### src/hw/rtl/bmhq_pkg.sv
package bmhq_pkg;

	localparam int CAPACITY = 64;
	localparam int DATA_W   = 32;
	localparam int CNT_W    = $clog2(CAPACITY + 1);
	localparam int STAT_W   = 2;
	localparam int COUNT_W  = 7;

	localparam logic OP_INSERT = 1'b0;
	localparam logic OP_REMOVE = 1'b1;

	localparam logic [STAT_W-1:0] ST_OK    = 2'd0;
	localparam logic [STAT_W-1:0] ST_EMPTY = 2'd1;
	localparam logic [STAT_W-1:0] ST_FULL  = 2'd2;

	// command broadcast to every cell of the row
	typedef struct packed {
		logic                     ins;
		logic                     rem;
		logic signed [DATA_W-1:0] val;
	} cmd_t;

endpackage

### src/hw/rtl/bmhq_cell.sv
module bmhq_cell
	import bmhq_pkg::*;
(
	input  logic                     clk,
	input  cmd_t                     cmd,
	input  logic                     occ,
	input  logic                     left_le,
	input  logic signed [DATA_W-1:0] left_val,
	input  logic signed [DATA_W-1:0] right_val,
	output logic                     le,
	output logic signed [DATA_W-1:0] val
);

	logic signed [DATA_W-1:0] val_q;

	// held entry stays put if it is not above the new value
	assign le  = occ && !(cmd.val < val_q);
	assign val = val_q;

	always_ff @(posedge clk) begin
		if (cmd.ins) begin
			if (le) begin
				val_q <= val_q;
			end else if (left_le) begin
				val_q <= cmd.val;
			end else begin
				val_q <= left_val;
			end
		end else if (cmd.rem) begin
			val_q <= right_val;
		end
	end

endmodule

### config.mk
export PLATFORM = sky130hd
export DESIGN_NAME = bmhq_cell
export DESIGN_NICKNAME = d
export VERILOG_FILES = /design/src/hw/rtl/bmhq_pkg.sv /design/src/hw/rtl/bmhq_cell.sv
export SDC_FILE = /design/constraint.sdc
export NUM_CORES = 1
export LEC_CHECK = 0
export BUFFER_PORTS_ARGS = -buffer_cell sky130_fd_sc_hd__buf_4
export CAP_MARGIN = 0
export CORE_UTILIZATION = 45
export DETAILED_ROUTE_END_ITERATION = 6
export PLACE_DENSITY_LB_ADDON = 0.05
export RECOVER_POWER = 100
export REMOVE_ABC_BUFFERS = 1
export SLEW_MARGIN = 10
export SYNTH_ARGS = -nofsm -noshare
export SYNTH_HDL_FRONTEND = slang
export SYNTH_SLANG_ARGS = --single-unit
### constraint.sdc
create_clock -name clk -period 8.9 [get_ports clk]
set_clock_uncertainty 0.1 [all_clocks]
set_input_delay 0.445 -clock clk [delete_from_list [all_inputs] [get_ports clk]]
set_output_delay 0.445 -clock clk [all_outputs]
set_load 0.005 [all_outputs]
==> PnR_summary.wiki, run 1 <==
{| class="wikitable"
! Metric !! Value
|-
| Result of the run || complete, but fails checks
|-
| Violated checks || capacitance limit, slew limit
|-
| Yosys warns || 0
|-
| Detailed placer's ending HPWL || 4.366 mm
|-
| Worst slack at placement || 5679 ps
|-
| Proportion of layout cells with a drive suffix above 1 || 33.93%
|-
| Final setup slack of the worst path || 5438 ps
|-
| Origin of the worst min-delay path || right_val[13]
|-
| Adder-cell area share of the yosys netlist || 15.89%
|-
| Top-level I/O count || 134
|-
| Number of DRC markers in iteration 0 || 66
|-
| Worst reg2reg path depth || 8
|-
| Maximum number of pins on one net before global-route repair || 68
|-
| Most used cells in the layout excluding fill and tap cells || sky130_fd_sc_hd__buf_4 (99), sky130_fd_sc_hd__a21oi_1 (45), sky130_fd_sc_hd__nor2_1 (37)
|-
| Antenna violations before repair || 0
|-
| Maximum frequency from static timing analysis || 288.8 MHz
|-
| Max-cap violations || 1
|-
| Total Routing Usage GR || 20.15%
|-
| Launch point of the worst reg-to-reg path || val[31]
|-
| Count of hold buffers inserted by post-cts repair || 0
|-
| Fraction of the mapped netlist area in compound gates || 13.53%
|-
| Avg Synthesized Cell Area || 9.425 sq um
|-
| Number of gates given a new drive strength after cts || 0
|-
| Ys flop type || sky130_fd_sc_hd__edfxtp_1
|-
| Number of flops mapped to enable cells by yosys || 32
|-
| Power Density || 130.2 nW/um^2
|-
| Number of failing hold endpoints at the final stage || 0
|-
| Synth-to-Final Area Change || 44.70%
|-
| Number of clock sinks || 32
|-
| Number of I/O port buffers || 133
|-
| Worst relative slew slack || -56.61%
|-
| Yosys reg bits || 32
|-
| Maximum VDD drop || 0.08407 mV
|-
| Via count of the first global-routing pass || 2048
|-
| Overall via count from detail_route || 2238
|-
| Clock tree from TritonCTS || built
|-
| Clock latency of the later-clocked register in the worst-skew pair || 290 ps
|-
| Die width || 75.65 um
|-
| Filler instances || 440
|-
| Cell Rows || 26
|-
| Reg-to-Reg End || val[25]
|-
| Weighted congestion at the end of routability-driven global placement || 0.7380
|-
| Hold path endpoint || val[13]
|-
| Antenna-violating nets left || 0
|-
| Global-route wire length before repair || 8.493 mm
|-
| Area used by multi-input combinational logic || 1311 sq um
|-
| Most common cell after layout, fill and taps aside || sky130_fd_sc_hd__buf_4
|-
| Routed wire per std cell || 12.13 um
|-
| CTS Buffer Depth || 2
|-
| Initial core utilization || 47.19%
|-
| Clock Root Buffer || sky130_fd_sc_hd__clkbuf_8
|-
| Synth async-reset ratio || 0%
|-
| Post-CTS clock slew at the launch and capture registers of the worst setup and hold paths || 70 ps
|-
| Diodes inserted || 0
|-
| Aggregate global routing overflow || 0
|-
| Flip-flop count of the largest register after layout || 32
|-
| Simple-gate share of the synthesized area || 10.76%
|-
| Post-synthesis instance area || 2441 sq um
|-
| Slew of the pin with the lowest slew margin || 2349 ps
|-
| Worst hold path stage count || 3
|-
| Required time reported for the critical path endpoint || 8690 ps
|-
| DIE AREA || 5723 sq um
|-
| Post-route fraction of the period consumed by the critical path || 38.90%
|-
| CP startpoint kind || flop
|-
| Synthesized instance count || 259
|-
| Capturing element type of the critical path || flop
|-
| Post-CTS Setup Repair Bufs || 0
|-
| Final setup fails || 0
|-
| Wire length after detailed routing || 5.568 mm
|-
| RSZ-0062 raised after global routing || false
|-
| Crit path kind || reg -> reg
|-
| Post-synthesis share of cell area spent on xor and xnor gates || 0%
|-
| Chip Height || 75.65 um
|-
| Final max-slew violation count || 33
|-
| Clock buffer count from CTS || 5
|-
| Largest fanout on the critical path || 32
|-
| Dominant combinational cell family by area after synthesis || adder cells
|-
| Sequential share of the synthesized area || 39.36%
|-
| Post-synth cell types || 25
|-
| Summed negative setup slack over all endpoints || 0 ps
|-
| Router iterations before antenna repair || 6
|-
| Total Nets Final || 520
|-
| Shortest period the worst path allows || 3462 ps
|-
| Kind of path behind the tightest hold check || in -> reg
|-
| Storage element area || 960.9 sq um
|-
| Level count of the clock H-tree || 2
|-
| Multiplexer share of the synthesized area || 13.53%
|-
| Post-DR vias/cell || 4.876
|-
| R2R setup slack || 5440 ps
|-
| Placeable core region || 5172 sq um
|-
| Drt drc || 0
|-
| Leakage power total || 1.807 nW
|-
| Data arrival at the endpoint of the critical path || 3260 ps
|}
cells in the mapped netlist, types with 3 or more instances:
cell	instances	area, sq um
sky130_fd_sc_hd__a21oi_1	45	225.2
sky130_fd_sc_hd__nor2_1	37	138.9
sky130_fd_sc_hd__inv_1	33	123.9
sky130_fd_sc_hd__mux2i_1	33	330.3
sky130_fd_sc_hd__edfxtp_1	32	960.9
sky130_fd_sc_hd__ha_1	31	387.9
sky130_fd_sc_hd__nand2_1	11	41.29
sky130_fd_sc_hd__clkbuf_1	6	22.52
sky130_fd_sc_hd__nand4_1	5	31.28
sky130_fd_sc_hd__o21ai_0	4	20.02
sky130_fd_sc_hd__buf_2	3	15.01
through the flow:
stage	power (mW)	std cells	cell area, sq um	utilization, %	hold slack (ps)
2_1_floorplan	0.2735	248	2396	-	552.3
5_1_grt	0.4942	459	3532	68.29	364.7
4_1_cts	0.4681	459	3563	68.89	369.3
3_5_place_dp	0.3620	451	3483	67.34	668.2
6_report	0.4600	459	3532	68.29	369.0
3_3_place_gp	0.3582	451	3483	67.34	661.4
routing by layer:
layer / vias up / share of wire, % / wire length [um] / global-route usage (%)
met1: 972 / 43 / 2409 / 22.68
li1: 1180 / - / - / -
met4: 0 / 1.5 / 85 / 5.761
met2: 78 / 47 / 2614 / 35.52
met3: 8 / 8.2 / 459 / 7.804
met5: - / 0 / 0 / 0
logic make-up after synthesis:
| family | count (synthesis) |
|---|---|
| AO/OA/AOI/OAI | 58 |
| adder cells (fa/ha/maj) | 31 |
| buffers and inverters | 44 |
| flip-flops | 32 |
| multiplexers | 33 |
| AND/OR/NAND/NOR | 61 |
power breakdown:
part	switching, mW	total [mW]	internal (mW)
Sequential	0.00825	0.199	0.191
Combinational	0.0715	0.154	0.0826
Clock	0.0526	0.107	0.0544
Total	0.132	0.460	0.328
critical path, cell delays in order (launching register included):
cell	delay (ps)
sky130_fd_sc_hd__edfxtp_1	340
sky130_fd_sc_hd__inv_1	40
sky130_fd_sc_hd__ha_1	360
sky130_fd_sc_hd__nand4_1	180
sky130_fd_sc_hd__nor4_1	500
sky130_fd_sc_hd__nand2_1	110
sky130_fd_sc_hd__o211ai_1	160
sky130_fd_sc_hd__or4b_1	150
sky130_fd_sc_hd__and3_1	1110
how the worst max path moves through the flow:
stage,slack [ps],start,endpoint,depth (start not counted)
3_3_place_gp,5830,cmd[31],val[13],8
4_1_cts,5880,val[31],val[3],8
6_report,5440,val[31],val[25],8
5_1_grt,5120,val[31],val[21],8
2_1_floorplan,5910,cmd[31],val[0],7
3_5_place_dp,5680,cmd[31],val[3],8
area by class of cell:
type | instances | area share (%)
multi-input combinational | 183 | 37.12
timing repair buffer | 133 | 27.42
sequential | 32 | 27.21
inverter | 33 | 3.507
tap | 70 | 2.480
clock buffer | 7 | 2.161
clock inverter | 1 | 0.1063
(Power assumes the default switching activity.)
==> run 2, diff against run 1 <==
--- a/config.mk
+++ b/config.mk
@@ -5,6 +5,7 @@
 export SDC_FILE = /design/constraint.sdc
 export NUM_CORES = 1
 export LEC_CHECK = 0
+export ABC_AREA = 1
 export BUFFER_PORTS_ARGS = -buffer_cell sky130_fd_sc_hd__buf_4
 export CAP_MARGIN = 0
 export CORE_UTILIZATION = 45
==> constraint.sdc (replaced) <==
create_clock -name clk -period 3.6 [get_ports clk]
set_clock_uncertainty 0.1 [all_clocks]
set_input_delay 0.18 -clock clk [delete_from_list [all_inputs] [get_ports clk]]
set_output_delay 0.18 -clock clk [all_outputs]
set_load 0.005 [all_outputs]
==> run 2 against run 1 <==
- the run now ends clean
- largest cell class unchanged
- global-route usage increased by 5.0 points
- count of clock-buffer cells in the layout unchanged
- final cell count increased by 12%
- sequential cell count unchanged
- critical path depth decreased by 4
- worst hold slack got worse by 300 ps
- power increased by 150%
- final area increased by 0.78%
- utilization increased by 0.53 points
==> PnR_summary.wiki, run 2 <==
{| class="wikitable"
! Metric !! Value
|-
| Result of the run || completed
|-
| Largest cells by area after synthesis || sky130_fd_sc_hd__edfxtp_1 (39%), sky130_fd_sc_hd__ha_1 (16%), sky130_fd_sc_hd__o21ai_0 (13%), sky130_fd_sc_hd__nand2_1 (9.9%), sky130_fd_sc_hd__inv_1 (6.3%)
|-
| Filler instances || 463
|-
| Number of clock sinks || 32
|-
| Hold Worst Slack || 68.62 ps
|-
| Post-route fraction of the period consumed by the critical path || 72.95%
|-
| Flip-flop count of the largest register after layout || 32
|-
| Total Nets Final || 577
|-
| Overall via count from detail_route || 2550
|-
| Number of I/O port buffers || 133
|-
| Antenna-violating nets left || 0
|-
| Shortest period the worst path allows || 2626 ps
|-
| Number of DRC markers in iteration 0 || 70
|-
| Worst relative slew slack || 9.753%
|-
| Largest fanout on the critical path || 33
|-
| Wire length after detailed routing || 6.909 mm
|-
| Yosys reg bits || 32
|-
| Drt drc || 0
|-
| Chip Height || 75.86 um
|-
| Maximum VDD drop || 0.1933 mV
|-
| Maximum number of pins on one net before global-route repair || 35
|-
| Most common cell after layout, fill and taps aside || sky130_fd_sc_hd__buf_4
|-
| Data arrival at the endpoint of the critical path || 2540 ps
|-
| Total Routing Usage GR || 25.15%
|-
| Maximum frequency from static timing analysis || 380.8 MHz
|-
| Number of flops mapped to enable cells by yosys || 32
|-
| Final max-slew violation count || 0
|-
| Count of hold buffers inserted by post-cts repair || 0
|-
| Cell taking the most area after synthesis || sky130_fd_sc_hd__edfxtp_1
|-
| Antenna violations before repair || 0
|-
| Synth-to-Final Area Change || 45.00%
|-
| Summed negative setup slack over all endpoints || 0 ps
|-
| Required time reported for the critical path endpoint || 3510 ps
|-
| Final setup fails || 0
|-
| Number of gates given a new drive strength after cts || 0
|-
| Aggregate global routing overflow || 0
|-
| Via count of the first global-routing pass || 2420
|-
| Synth async-reset ratio || 0%
|-
| Post-CTS clock slew at the launch and capture registers of the worst setup and hold paths || 60 ps
|-
| Most frequent cells after synthesis || sky130_fd_sc_hd__nand2_1 (65), sky130_fd_sc_hd__o21ai_0 (64), sky130_fd_sc_hd__inv_1 (41)
|-
| Kind of path behind the tightest hold check || in -> reg
|-
| Sequential share of the synthesized area || 39.14%
|-
| Storage element area || 960.9 sq um
|-
| Post-synth cell types || 21
|-
| RSZ-0062 raised after global routing || false
|-
| Weighted congestion at the end of routability-driven global placement || 0.7486
|-
| Initial core utilization || 47.46%
|-
| Ys flop type || sky130_fd_sc_hd__edfxtp_1
|-
| Power Density || 318.5 nW/um^2
|-
| Top-level I/O count || 134
|-
| Crit path kind || in -> reg
|-
| Most used cells in the layout excluding fill and tap cells || sky130_fd_sc_hd__buf_4 (101), sky130_fd_sc_hd__o21ai_0 (67), sky130_fd_sc_hd__nand2_1 (65)
|-
| Slew of the pin with the lowest slew margin || 1354 ps
|-
| Diodes inserted || 0
|-
| Post-DR vias/cell || 4.942
|-
| Clock latency of the later-clocked register in the worst-skew pair || 290 ps
|-
| CP startpoint kind || primary input
|-
| Number of failing hold endpoints at the final stage || 0
|-
| Routed wire per std cell || 13.39 um
|-
| Avg Synthesized Cell Area || 7.793 sq um
|-
| Max-cap violations || 0
|-
| Synthesized instance count || 315
|-
| Area used by multi-input combinational logic || 1277 sq um
|-
| Post-synthesis instance area || 2455 sq um
|-
| Final setup slack of the worst path || 973.8 ps
|-
| Cell Rows || 26
|-
| Capturing element type of the critical path || flop
|-
| Router iterations before antenna repair || 4
|-
| CTS Buffer Depth || 2
|-
| Fraction of synthesized cell area taken by the top area cell type || 39.14%
|-
| Clock Root Buffer || sky130_fd_sc_hd__clkbuf_8
|-
| Leakage power total || 1.799 nW
|-
| Level count of the clock H-tree || 2
|-
| Clock tree from TritonCTS || built
|-
| Global-route wire length before repair || 10.67 mm
|-
| Die width || 75.86 um
|-
| Clock buffer count from CTS || 5
|-
| Detailed placer's ending HPWL || 5.305 mm
|-
| Yosys warns || 0
|-
| Most common cell in the synthesized netlist || sky130_fd_sc_hd__nand2_1
|-
| Placeable core region || 5172 sq um
|-
| Worst slack at placement || 1028 ps
|-
| DIE AREA || 5755 sq um
|-
| Post-CTS Setup Repair Bufs || 0
|-
| Proportion of layout cells with a drive suffix above 1 || 31.39%
|}
run 2: cell count changes after synthesis, moves of 4 or more:
| cell | delta |
|---|---|
| sky130_fd_sc_hd__mux2i_1 | -33 |
| sky130_fd_sc_hd__a21oi_1 | -32 |
| sky130_fd_sc_hd__o21ai_0 | +60 |
| sky130_fd_sc_hd__nand2_1 | +54 |
| sky130_fd_sc_hd__inv_1 | +8 |
| sky130_fd_sc_hd__clkbuf_1 | +4 |
| sky130_fd_sc_hd__nand4_1 | -4 |
| sky130_fd_sc_hd__o21ai_1 | +4 |
run 2: power breakdown:
part           leakage (nW)  total (mW)  internal [mW]  switching [mW]
sequential            0.317       0.488          0.467          0.0211
clock                0.0399       0.266          0.134           0.132
combinational          1.44       0.379          0.191           0.189
run 2: logic make-up (layout without fill, tap and decap cells):
family	after synthesis	after routing	share of synthesized area [%]
AND/OR/NAND/NOR	113	113	19.06
flip-flops	32	32	39.14
buffers and inverters	55	186	8.461
adder cells (fa/ha/maj)	31	31	15.80
AO/OA/AOI/OAI	84	84	17.53
run 2: layer usage:
layer | GRT usage (%) | vias up | part of all wire, %
met3 | 7.672 | 8 | 7.0
li1 | - | 1309 | -
met2 | 45.92 | 90 | 51
met4 | 6.584 | 0 | 1.1
met1 | 28.35 | 1143 | 40
met5 | 0 | - | 0
run 2: through the flow:
step	utilization, %	area (sq um)	power [mW]	cells
CTS	69.64	3602	1.162	516
global route	68.82	3560	1.216	516
floorplan	-	2409	0.6704	303
finish	68.82	3560	1.134	516
global placement	68.09	3522	0.8757	508
detailed placement	68.09	3522	0.8945	508
run 2: cell type report:
cell class / count / share of cell area (%)
timing repair buffer: 135 / 27.87
inverter: 43 / 4.534
clock inverter: 1 / 0.1054
clock buffer: 7 / 2.144
sequential: 32 / 26.99
tap: 70 / 2.460
multi-input combinational: 228 / 35.89
run 2: path summary, 6_finish.rpt:
check / startpoint / slack, ps / end / cells after the start
hold reg to reg: val[31] / 1420 / val[26] / 7
hold / removal: right_val[1] / 70 / val[1] / 3
setup / recovery: left_le / 970 / val[16] / 4
setup reg to reg: val[25] / 990 / val[22] / 12
run 2: critical path: stages:
cell and delay, ps:
sky130_fd_sc_hd__clkbuf_1 970, sky130_fd_sc_hd__inv_1 900, sky130_fd_sc_hd__nor2_1 310, sky130_fd_sc_hd__o21ai_0 170
